`src/eflt_pkg.sv`:
```
// shared widths, codes and entry type for the exclusive file lock table
package eflt_pkg;

  localparam int DEFAULT_LOCK_SLOTS = 8;

  localparam int OP_W     = 3;
  localparam int INODE_W  = 32;
  localparam int FS_W     = 32;
  localparam int DESC_W   = 9;
  localparam int UID_W    = 16;
  localparam int STATUS_W = 3;

  // input tdata: inode, fs_endpoint, descriptor, caller_uid, file_owner_uid,
  // opened_by_other_user, padded to whole bytes
  localparam int IN_FIELDS_W = INODE_W + FS_W + DESC_W + 2 * UID_W + 1;
  localparam int IN_DATA_W   = ((IN_FIELDS_W + 7) / 8) * 8;
  localparam int OUT_DATA_W  = ((STATUS_W + 7) / 8) * 8;

  localparam logic [OP_W-1:0] OP_CHECK        = 3'd0;
  localparam logic [OP_W-1:0] OP_RELEASE      = 3'd1;
  localparam logic [OP_W-1:0] OP_LOCK         = 3'd2;
  localparam logic [OP_W-1:0] OP_LOCK_NOOTHER = 3'd3;
  localparam logic [OP_W-1:0] OP_UNLOCK       = 3'd4;
  localparam logic [OP_W-1:0] OP_FORCE_UNLOCK = 3'd5;

  localparam logic [STATUS_W-1:0] ST_OK      = 3'd0;
  localparam logic [STATUS_W-1:0] ST_ACCESS  = 3'd1;
  localparam logic [STATUS_W-1:0] ST_AGAIN   = 3'd2;
  localparam logic [STATUS_W-1:0] ST_ALREADY = 3'd3;
  localparam logic [STATUS_W-1:0] ST_NOSLOT  = 3'd4;
  localparam logic [STATUS_W-1:0] ST_NOPERM  = 3'd5;
  localparam logic [STATUS_W-1:0] ST_INVALID = 3'd6;

  typedef struct packed {
    logic [UID_W-1:0]   uid;
    logic [DESC_W-1:0]  desc;
    logic [FS_W-1:0]    fs;
    logic [INODE_W-1:0] inode;
  } entry_t;

endpackage

```
`src/exclusive_file_lock_table.sv`:
```
// exclusive file lock table: slot memory scanned once per request
// each accepted request sweeps every slot (scan), waits out the last read (drain),
//   then decides and registers its status once the output is free; one request at
//   a time, set by the single read port of the slot memory, swept one slot per cycle
// reset: rst_n (synchronous, active low) frees every slot at once through per-slot
//   valid flops and sets superuser_uid to 0; requests are taken the cycle after
module exclusive_file_lock_table #(
  parameter int LOCK_SLOTS = eflt_pkg::DEFAULT_LOCK_SLOTS
) (
  input  logic                            clk,
  input  logic                            rst_n,
  input  logic                            cfg_wr_en,
  input  logic [eflt_pkg::UID_W-1:0]      cfg_wr_data,   // superuser_uid
  input  logic                            in_tvalid,
  output logic                            in_tready,
  // inode[31:0], fs_endpoint[63:32], descriptor[72:64], requester_uid[88:73],
  // file_owner_uid[104:89], opened_by_other_user[105], zero pad
  input  logic [eflt_pkg::IN_DATA_W-1:0]  in_tdata,
  input  logic [eflt_pkg::OP_W-1:0]       in_tuser,      // operation
  output logic                            out_tvalid,
  input  logic                            out_tready,
  output logic [eflt_pkg::OUT_DATA_W-1:0] out_tdata      // status[2:0], zero pad
);
  import eflt_pkg::*;

  localparam int IDX_W = (LOCK_SLOTS > 1) ? $clog2(LOCK_SLOTS) : 1;
  localparam logic [IDX_W-1:0] LAST_IDX = IDX_W'(LOCK_SLOTS - 1);

  localparam logic [2:0] S_IDLE   = 3'd0;
  localparam logic [2:0] S_SCAN   = 3'd1;
  localparam logic [2:0] S_DRAIN  = 3'd2;
  localparam logic [2:0] S_DECIDE = 3'd3;

  logic [2:0] state_r, state_nxt;

  entry_t mem [LOCK_SLOTS];
  entry_t mem_q;
  logic   mem_we;
  logic [IDX_W-1:0] mem_waddr;
  entry_t mem_wdata;

  logic [LOCK_SLOTS-1:0] slot_valid_r, slot_valid_nxt;
  logic [UID_W-1:0] super_uid_r;

  // request registers
  logic [OP_W-1:0]    req_op_r;
  logic [INODE_W-1:0] req_inode_r;
  logic [FS_W-1:0]    req_fs_r;
  logic [DESC_W-1:0]  req_desc_r;
  logic [UID_W-1:0]   req_caller_r;
  logic [UID_W-1:0]   req_owner_r;
  logic               req_others_r;

  // scan pipeline
  logic [IDX_W-1:0] rd_addr_r, rd_addr_nxt;
  logic [IDX_W-1:0] rd_idx_r;
  logic             rd_pend_r, rd_pend_nxt;
  logic             rd_en;

  // scan results
  logic             found_r, rel_found_r, free_found_r;
  logic [IDX_W-1:0] found_idx_r, rel_idx_r, free_idx_r;
  logic [UID_W-1:0] found_uid_r;

  logic                out_valid_r, out_valid_nxt;
  logic [STATUS_W-1:0] out_status_r, out_status_nxt;

  logic in_acc, out_free, key_hit, rel_hit, cur_valid;
  logic [STATUS_W-1:0] status;

  assign in_tready  = (state_r == S_IDLE);
  assign in_acc     = in_tvalid && in_tready;
  assign out_tvalid = out_valid_r;
  assign out_tdata  = OUT_DATA_W'(out_status_r);
  assign out_free   = !out_valid_r || out_tready;

  assign rd_en     = (state_r == S_SCAN);
  assign cur_valid = slot_valid_r[rd_idx_r];
  assign key_hit   = rd_pend_r && cur_valid && (mem_q.inode == req_inode_r) &&
                     (mem_q.fs == req_fs_r);
  assign rel_hit   = key_hit && (mem_q.desc == req_desc_r);

  always_ff @(posedge clk) begin
    if (mem_we) begin
      mem[mem_waddr] <= mem_wdata;
    end
    if (rd_en) begin
      mem_q <= mem[rd_addr_r];
    end
  end

  // decision on the completed scan
  always_comb begin
    status         = ST_INVALID;
    mem_we         = 1'b0;
    mem_waddr      = free_idx_r;
    mem_wdata      = '{uid: req_caller_r, desc: req_desc_r, fs: req_fs_r,
                       inode: req_inode_r};
    slot_valid_nxt = slot_valid_r;
    case (req_op_r)
      OP_CHECK: begin
        status = (found_r && (found_uid_r != req_caller_r)) ? ST_ACCESS : ST_OK;
      end
      OP_RELEASE: begin
        status = ST_OK;
        if (rel_found_r) begin
          slot_valid_nxt[rel_idx_r] = 1'b0;
        end
      end
      OP_LOCK, OP_LOCK_NOOTHER: begin
        if ((req_op_r == OP_LOCK_NOOTHER) && req_others_r) begin
          status = ST_AGAIN;
        end else if (req_inode_r == '0) begin
          status = ST_INVALID;
        end else if (found_r) begin
          status = ST_ALREADY;
        end else if (free_found_r) begin
          status = ST_OK;
          mem_we = 1'b1;
          slot_valid_nxt[free_idx_r] = 1'b1;
        end else begin
          status = ST_NOSLOT;
        end
      end
      OP_UNLOCK, OP_FORCE_UNLOCK: begin
        if (!found_r) begin
          status = ST_INVALID;
        end else if ((found_uid_r == req_caller_r) ||
                     ((req_op_r == OP_FORCE_UNLOCK) &&
                      ((super_uid_r == req_caller_r) ||
                       (req_owner_r == req_caller_r)))) begin
          status = ST_OK;
          slot_valid_nxt[found_idx_r] = 1'b0;
        end else begin
          status = ST_NOPERM;
        end
      end
      default: begin
        status = ST_INVALID;
      end
    endcase
    // nothing commits outside the decide state or while the output register is still held
    if ((state_r != S_DECIDE) || !out_free) begin
      mem_we         = 1'b0;
      slot_valid_nxt = slot_valid_r;
    end
  end

  always_comb begin
    state_nxt      = state_r;
    rd_addr_nxt    = rd_addr_r;
    rd_pend_nxt    = rd_en;
    out_valid_nxt  = out_valid_r && !out_tready;
    out_status_nxt = out_status_r;
    case (state_r)
      S_IDLE: begin
        if (in_acc) begin
          state_nxt   = S_SCAN;
          rd_addr_nxt = '0;
        end
      end
      S_SCAN: begin
        if (rd_addr_r == LAST_IDX) begin
          state_nxt = S_DRAIN;
        end else begin
          rd_addr_nxt = rd_addr_r + 1'b1;
        end
      end
      S_DRAIN: begin
        state_nxt = S_DECIDE;
      end
      S_DECIDE: begin
        if (out_free) begin
          out_valid_nxt  = 1'b1;
          out_status_nxt = status;
          state_nxt      = S_IDLE;
        end
      end
      default: begin
        state_nxt = S_IDLE;
      end
    endcase
  end

  always_ff @(posedge clk) begin
    if (!rst_n) begin
      state_r      <= S_IDLE;
      slot_valid_r <= '0;
      super_uid_r  <= '0;
      out_valid_r  <= 1'b0;
      rd_pend_r    <= 1'b0;
      rd_addr_r    <= '0;
    end else begin
      state_r      <= state_nxt;
      slot_valid_r <= slot_valid_nxt;
      out_valid_r  <= out_valid_nxt;
      rd_pend_r    <= rd_pend_nxt;
      rd_addr_r    <= rd_addr_nxt;
      if (cfg_wr_en) begin
        super_uid_r <= cfg_wr_data;
      end
    end
  end

  always_ff @(posedge clk) begin
    out_status_r <= out_status_nxt;
    rd_idx_r     <= rd_addr_r;
    if (in_acc) begin
      req_op_r     <= in_tuser;
      req_inode_r  <= in_tdata[INODE_W-1:0];
      req_fs_r     <= in_tdata[INODE_W +: FS_W];
      req_desc_r   <= in_tdata[INODE_W+FS_W +: DESC_W];
      req_caller_r <= in_tdata[INODE_W+FS_W+DESC_W +: UID_W];
      req_owner_r  <= in_tdata[INODE_W+FS_W+DESC_W+UID_W +: UID_W];
      req_others_r <= in_tdata[INODE_W+FS_W+DESC_W+2*UID_W];
      found_r      <= 1'b0;
      rel_found_r  <= 1'b0;
      free_found_r <= 1'b0;
    end else if (rd_pend_r) begin
      // keep the lowest matching and lowest free slot
      if (key_hit && !found_r) begin
        found_r     <= 1'b1;
        found_idx_r <= rd_idx_r;
        found_uid_r <= mem_q.uid;
      end
      if (rel_hit && !rel_found_r) begin
        rel_found_r <= 1'b1;
        rel_idx_r   <= rd_idx_r;
      end
      if (!cur_valid && !free_found_r) begin
        free_found_r <= 1'b1;
        free_idx_r   <= rd_idx_r;
      end
    end
  end

  a_accept_starts_scan: assert property (@(posedge clk) disable iff (!rst_n)
    in_acc |=> (state_r == S_SCAN))
    else $error("request accepted without starting a scan");

  a_write_only_on_decide: assert property (@(posedge clk) disable iff (!rst_n)
    mem_we |-> ((state_r == S_DECIDE) && out_free && !slot_valid_r[free_idx_r]))
    else $error("slot memory written outside a lock commit or over a held slot");

  a_lock_adds_one: assert property (@(posedge clk) disable iff (!rst_n)
    mem_we |=> ($countones(slot_valid_r) == $past($countones(slot_valid_r)) + 1))
    else $error("lock commit did not take exactly one slot");

  a_result_from_decide: assert property (@(posedge clk) disable iff (!rst_n)
    $rose(out_valid_r) |-> ($past(state_r) == S_DECIDE))
    else $error("status produced without a finished scan");

  a_no_read_while_writing: assert property (@(posedge clk) disable iff (!rst_n)
    !(rd_en && mem_we))
    else $error("slot memory read and written in the same cycle");

endmodule

```
`config.mk`:
```
export PLATFORM = sky130hd
export DESIGN_NAME = exclusive_file_lock_table
export DESIGN_NICKNAME = d
export VERILOG_FILES = /design/src/eflt_pkg.sv /design/src/exclusive_file_lock_table.sv
export SDC_FILE = /design/constraint.sdc
export NUM_CORES = 1
export LEC_CHECK = 0
export BUFFER_PORTS_ARGS = -buffer_cell sky130_fd_sc_hd__buf_2
export CAP_MARGIN = 0
export CORE_MARGIN = 3
export CORE_UTILIZATION = 35
export DETAILED_ROUTE_END_ITERATION = 6
export GPL_TIMING_DRIVEN = 0
export SYNTH_ARGS = -nofsm -noshare
export SYNTH_HDL_FRONTEND = slang
export SYNTH_SLANG_ARGS = --single-unit
```
`constraint.sdc`:
```
create_clock -name clk -period 9.5 [get_ports clk]
set_clock_uncertainty 0.1 [all_clocks]
set_input_delay 0.95 -clock clk [delete_from_list [all_inputs] [get_ports clk]]
set_output_delay 0.95 -clock clk [all_outputs]
set_load 0.02 [all_outputs]
```
==> run_results.csv, run 1 <==
group,metric,value,unit
floorplan,core_area,104000,um^2
final_layout,nets,2112,
sta,relSlewSlack,15.1,%
final_layout,n_fill_cell,9049,
placement,dp.cells,3250,
floorplan,start_util,35.4,%
final_layout,fin_cells,3426,
floorplan,rows,118,
drt,via_per_inst,5.14,
sta,worst_pin_slew,1.24,ns
placement,hpwl,53.9,mm
power_and_ir_drop,leakage,0.0136,uW
critical_path,required,9.74,ns
synthesis,yosysTopAreaCell,"edfxtp_1",
clocking,clock_path_buffers,3,
final_layout,drive_gt1_share,31.3,%
drt,drtIter0Drc,1741,
sta,max_clock_freq,0.252,GHz
synthesis,yosys_warnings,0,
critical_path,crit_slowest_cell,"or4_1",
floorplan,die_area,109000,um^2
synthesis,synth-compound-area-share,0.967,%
synthesis,synth_edf_count,938,
sta,fin_crit,3.97,ns
synthesis,synthCells,1680,
sta,fin_hold_ws,0.273,ns
drt,vias,17600,
synthesis,synth_top_family_by_area,"multiplexers",
hold_path,hold_path.class,"register to register",
synthesis,synth_xor_area_share,2.47,%
clocking,cts_tree,"done",
clocking,clockRootBuffer,"clkbuf_16",
power_and_ir_drop,p_per_area,244,nW/um^2
outcome,status,"completed",
grt,grt_pass1_wl,124,mm
clocking,numCtsBuffers,97,
clocking,cts_sinks,975,
critical_path,critPathKind,"register to register",
critical_path,path_common_cell,"buf_12",
job,maxCapViolations,0,
sta,slew_viol_final,0,
drt,routed_wirelength,84.4,mm
clocking,path_clk_slew,0.06,ns
synthesis,synth_top_cell_area_share,76.4,%
final_layout,syn_to_final_growth,17.5,%
sta,setup_viol,0,
critical_path,critPathLaunchType,"register",
final_layout,seqCellArea,28900,um^2
synthesis,yosysSeqAreaShare,78.4,%
final_layout,final_util,41.7,%
final_layout,multi_input_area,7710,um^2
synthesis,synth_mux_area_share,14.2,%
grt,antenna_found_initial,4,
critical_path,worstPathCellList,"ha_1, nor2b_1, nand3_1, or4_1, nor2_4, buf_12, buf_16, buf_12",
synthesis,async_flop_share,0,%
sta,fin_crit_sh,41.8,%
drt,detail-route-antenna-nets,0,
critical_path,cp_max_fo,20,
synthesis,synth_seq_cells,975,
grt,grt_pass1_vias,18400,
grt,grt_max_degree,67,
final_layout,diodes,0,
synthesis,yosys.area_share.simple,2.76,%
synthesis,ys.flop_type,"edfxtp_1",
synthesis,synth_common_cells,"edfxtp_1, mux4_2, mux2_2, xnor2_1, xor2_1",
clocking,cts_setup_buffers,0,
sta,timing.final.hold_violations,0,
synthesis,synth_most_common_cell,"edfxtp_1",
floorplan,ios,146,
placement,gp_congestion,0.758,
drt,wl_per_cell,24.6,um
grt,grt_use_total,15.5,%
critical_path,worstPathArrival,4.21,ns
synthesis,synth_area_leaders,"edfxtp_1, mux4_2, mux2_2",
clocking,htreeDepth,3,
sta,rsz0062_at_grt,"false",
critical_path,worst_setup_path_end_kind,"register",
critical_path,critPathMaxStageDelay,0.72,ns
grt,overflow,0,
drt,dr.pass1.iters,5,
clocking,cts_resized,0,
synthesis,yosys.cell_types.count,52,
clocking,clk_latency,0.66,ns
synthesis,synthAdderAreaFrac,0.237,%
power_and_ir_drop,ir_worst_vdd,0.000163,V
clocking,hold_buffers,0,
floorplan,die_width,331,um
synthesis,synth_area_per_cell,22.0,um^2
floorplan,fp.dieH,331,um
placement,port_buffers,133,
drt,route.detailed.drc,0,
synthesis,syn-cell-area,36900,um^2
## cell families after synthesis
kind of cell	Yosys count
xor+xnor	104
compound gates	51
flops	975
mux	287
fa+ha+maj	7
simple gates	172
buf+inv	83
other cells	1
## placed cells by master, fill, tap and decap left out, drive strengths merged, types with 16 or more instances in the layout
cell type  instances
mux4             180
nor2              26
clkinv            39
mux2              89
clkbuf           159
inv               23
nand3             16
nor4              25
nand4             19
xor2              47
xnor2             57
dfxtp             37
edfxtp           938
buf              215
nand2             24
nor2b             38
mux2i             18
## per-layer routing
metal | wire length (um) | vias up | GRT usage (%)
li1 | - | 7474 | -
met1 | 36000 | 9305 | 22.0
met2 | 40500 | 688 | 24.8
met3 | 6050 | 126 | 2.96
met4 | 1870 | 0 | 3.96
met5 | 0 | - | 0
## worst max-delay path: cells and delay by family (launching register included)
family / cells / cell delay (ns)
AND/OR/NAND/NOR: 4 / 2.17
buffers and inverters: 3 / 0.67
flip-flops: 1 / 0.44
adder cells (fa/ha/maj): 1 / 0.23
## power breakdown
group          internal [uW]  switching [uW]  total (uW)
sequential              5250             367        5620
clock                   2150            1600        3750
combinational            530             695        1220
total                   7930            2660       10600
## stage by stage
stage	instance area, um^2	setup slack (ns)	setup TNS [ns]	total power [uW]
global route	43400	5.33	0	11000
global placement	39300	-7.05	-2135.18	6930
detailed placement	40300	5.10	0	6960
finish	43400	5.53	0	10600
CTS	43400	5.49	0	10700
floorplan	36900	0.690	0	6370
## final timing paths
check | cells after the start | start | slack (ns) | to
max | 8 | state_r[0] | 5.53 | mem[4][19]
min reg2reg | 0 | rd_addr_r[1] | 0.27 | rd_idx_r[1]
min | 0 | rd_addr_r[1] | 0.27 | rd_idx_r[1]
max reg2reg | 8 | state_r[0] | 5.53 | mem[4][19]
## registers in the layout (all words and copies together), names as in the netlist, 8 cells and up
signal and count:
super_uid_r 16, req_desc_r 9, req_fs_r 32, found_uid_r 16, req_owner_r 16, slot_valid_r 8
req_inode_r 32, mem_q 89, req_caller_r 16, mem 712
## area by class of cell
cell class	count	area share, %
plain buffers	62	0.641
clock buffers	126	6.09
clock inverters	50	1.07
inverters	21	0.193
multi-input cells	626	17.8
flip-flops and latches	975	66.7
well taps	1380	3.98
repair buffers	186	3.56
Note: power is estimated with default switching activity, not from simulation.
==> run 2: changes to the inputs <==
==> constraint.sdc (replaced) <==
create_clock -name clk -period 3.84 [get_ports clk]
set_clock_uncertainty 0.1 [all_clocks]
set_input_delay 0.384 -clock clk [delete_from_list [all_inputs] [get_ports clk]]
set_output_delay 0.384 -clock clk [all_outputs]
set_load 0.02 [all_outputs]
==> run 2 against run 1 <==
  * Sequential cell count unchanged
  * Largest power group unchanged
  * Highest routed layer unchanged
  * Critical path depth decreased by 1
  * Clock-buffer cell count is the same
==> run_results.csv, run 2 (synthesis gave the netlist of run 1 again) <==
group,metric,value,unit
outcome,status,"completed",
clocking,cts_tree,"done",
power_and_ir_drop,p_seq_share,53.6,%
grt,grt_pass1_wl,124,mm
hold_path,holdPathStages,4,
final_layout,drive_gt1_share,29.1,%
hold_path,hold_path.class,"input pin to register",
final_layout,syn_to_final_growth,20.9,%
floorplan,fp.dieH,331,um
clocking,cts_setup_buffers,0,
sta,max_clock_freq,0.269,GHz
placement,hpwl,53.3,mm
final_layout,final_common_cell,"edfxtp_1",
sta,relSlewSlack,20.5,%
drt,vias,17700,
grt,grt_max_degree,71,
power_and_ir_drop,pwr-share-clk,34.5,%
floorplan,start_util,35.4,%
floorplan,core_area,104000,um^2
final_layout,top_regs,"mem: 712 flops, mem_q: 89 flops",
critical_path,critPathKind,"register to register",
final_layout,nets,2226,
final_layout,largest_reg_flops,712,
grt,grt_pass1_vias,18800,
sta,fin_hold_ws,0.112,ns
critical_path,reg2reg_depth,7,
final_layout,final_util,42.9,%
placement,port_buffers,133,
floorplan,die_width,331,um
clocking,clk_latency,0.66,ns
power_and_ir_drop,leakage,0.0141,uW
clocking,path_clk_slew,0.06,ns
critical_path,worstPathArrival,3.98,ns
floorplan,rows,118,
floorplan,die_area,109000,um^2
drt,drtIter0Drc,1575,
clocking,clock_path_buffers,3,
clocking,numCtsBuffers,96,
power_and_ir_drop,sw_frac_of_total,25.0,%
clocking,clockRootBuffer,"clkbuf_16",
sta,slew_viol_final,0,
sta,timing.final.hold_violations,0,
power_and_ir_drop,ir_worst_vdd,0.000323,V
critical_path,required,4.10,ns
clocking,htreeDepth,3,
critical_path,critPathBufInv,1,
grt,antenna_found_initial,3,
sta,setup_viol,0,
critical_path,critPathLaunchType,"register",
sta,rsz0062_at_grt,"false",
power_and_ir_drop,p_total,25900,uW
drt,via_per_inst,5.01,
critical_path,worstPathCellList,"nor2b_1, a2111oi_0, nand4_2, nor4_1, nand2_1, nor2_2, buf_16",
critical_path,cp_max_fo,15,
critical_path,path_depth,7,
drt,detail-route-antenna-nets,0,
power_and_ir_drop,p_per_area,581,nW/um^2
grt,grt_use_total,15.5,%
sta,fin_crit_sh,96.9,%
power_and_ir_drop,switchingPower,6490,uW
grt,overflow,0,
floorplan,ios,146,
job,maxCapViolations,0,
final_layout,largest-register,"mem",
power_and_ir_drop,intPower,19400,uW
final_layout,n_fill_cell,8896,
sta,worst_pin_slew,1.16,ns
sta,fin_crit,3.72,ns
drt,wl_per_cell,23.7,um
placement,gp_congestion,0.769,
power_and_ir_drop,share_comb_of_total_power,12.0,%
drt,routed_wirelength,84.0,mm
clocking,cts_resized,0,
drt,dr.pass1.iters,5,
critical_path,crit_family,"simple AND/OR/NAND/NOR gates",
critical_path,crit_slowest_cell,"a2111oi_0",
critical_path,worst_setup_path_end_kind,"register",
clocking,cts_sinks,975,
critical_path,critPathMaxStageDelay,1.01,ns
drt,route.detailed.drc,0,
final_layout,layout_common_cells,"edfxtp_1, mux4_2, buf_2",
sta,fin_tns_setup,0,ns
-- run 2: cell type report --
class / instances / area (um^2) / share of cell area (%)
Antenna cell: 1 / 2.50 / 0.00561
Buffer: 62 / 278 / 0.623
Clock buffer: 126 / 2560 / 5.75
Clock inverter: 48 / 418 / 0.937
Inverter: 21 / 83.8 / 0.188
Multi-Input combinational cell: 626 / 7760 / 17.4
Sequential cell: 975 / 28900 / 64.8
Tap cell: 1380 / 1730 / 3.87
Timing Repair Buffer: 301 / 2860 / 6.40
-- run 2: worst paths after layout --
check	start	endpoint	slack, ns
max reg2reg	req_inode_r[10]	found_uid_r[2]	0.12
max	req_inode_r[10]	found_uid_r[2]	0.12
min	in_tvalid	rel_found_r	0.11
min reg2reg	rd_addr_r[0]	rd_idx_r[0]	0.28
-- run 2: per-layer routing --
metal	vias up	global-route usage, %	part of all wire (%)
met5	-	0	0
met4	0	3.42	2.0
met3	115	2.53	5.0
met2	534	26.2	50
met1	9383	21.2	43
li1	7705	-	-
-- run 2: timing repair --
| item | 4_1_cts | 5_1_grt |
|---|---|---|
| hold buffers | 126 | 0 |
| hold endpoints to repair | 126 | 0 |
| setup endpoints to repair | 0 | 11 |
-- run 2: tightest hold or removal path: cells and delay by family --
family,cells,cell delay (ns)
simple gates,2,0.28
buf+inv,1,0.09
compound gates,1,0.05
-- run 2: stage by stage --
| stage | setup slack, ns | instances | area (um^2) |
|---|---|---|---|
| 6_report | 0.119 | 3540 | 44600 |
| 5_1_grt | 0.0475 | 3539 | 44600 |
| 4_1_cts | 0.0183 | 3539 | 44600 |
| 3_5_place_dp | 0.0704 | 3239 | 40400 |
| 3_3_place_gp | -3.39 | 3197 | 39400 |
| 2_1_floorplan | -0.319 | 1684 | 37000 |
-- run 2: power groups by stage --
| stage | Combinational (uW) | Clock (uW) | Sequential [uW] |
|---|---|---|---|
| after global routing | 3360 | 9580 | 14000 |
| after global placement | 2710 | 0 | 13900 |
| after floorplan | 2010 | 0 | 13800 |
| after CTS | 3190 | 9140 | 13900 |
| after detailed placement | 3080 | 0 | 14100 |
| final | 3100 | 8930 | 13900 |
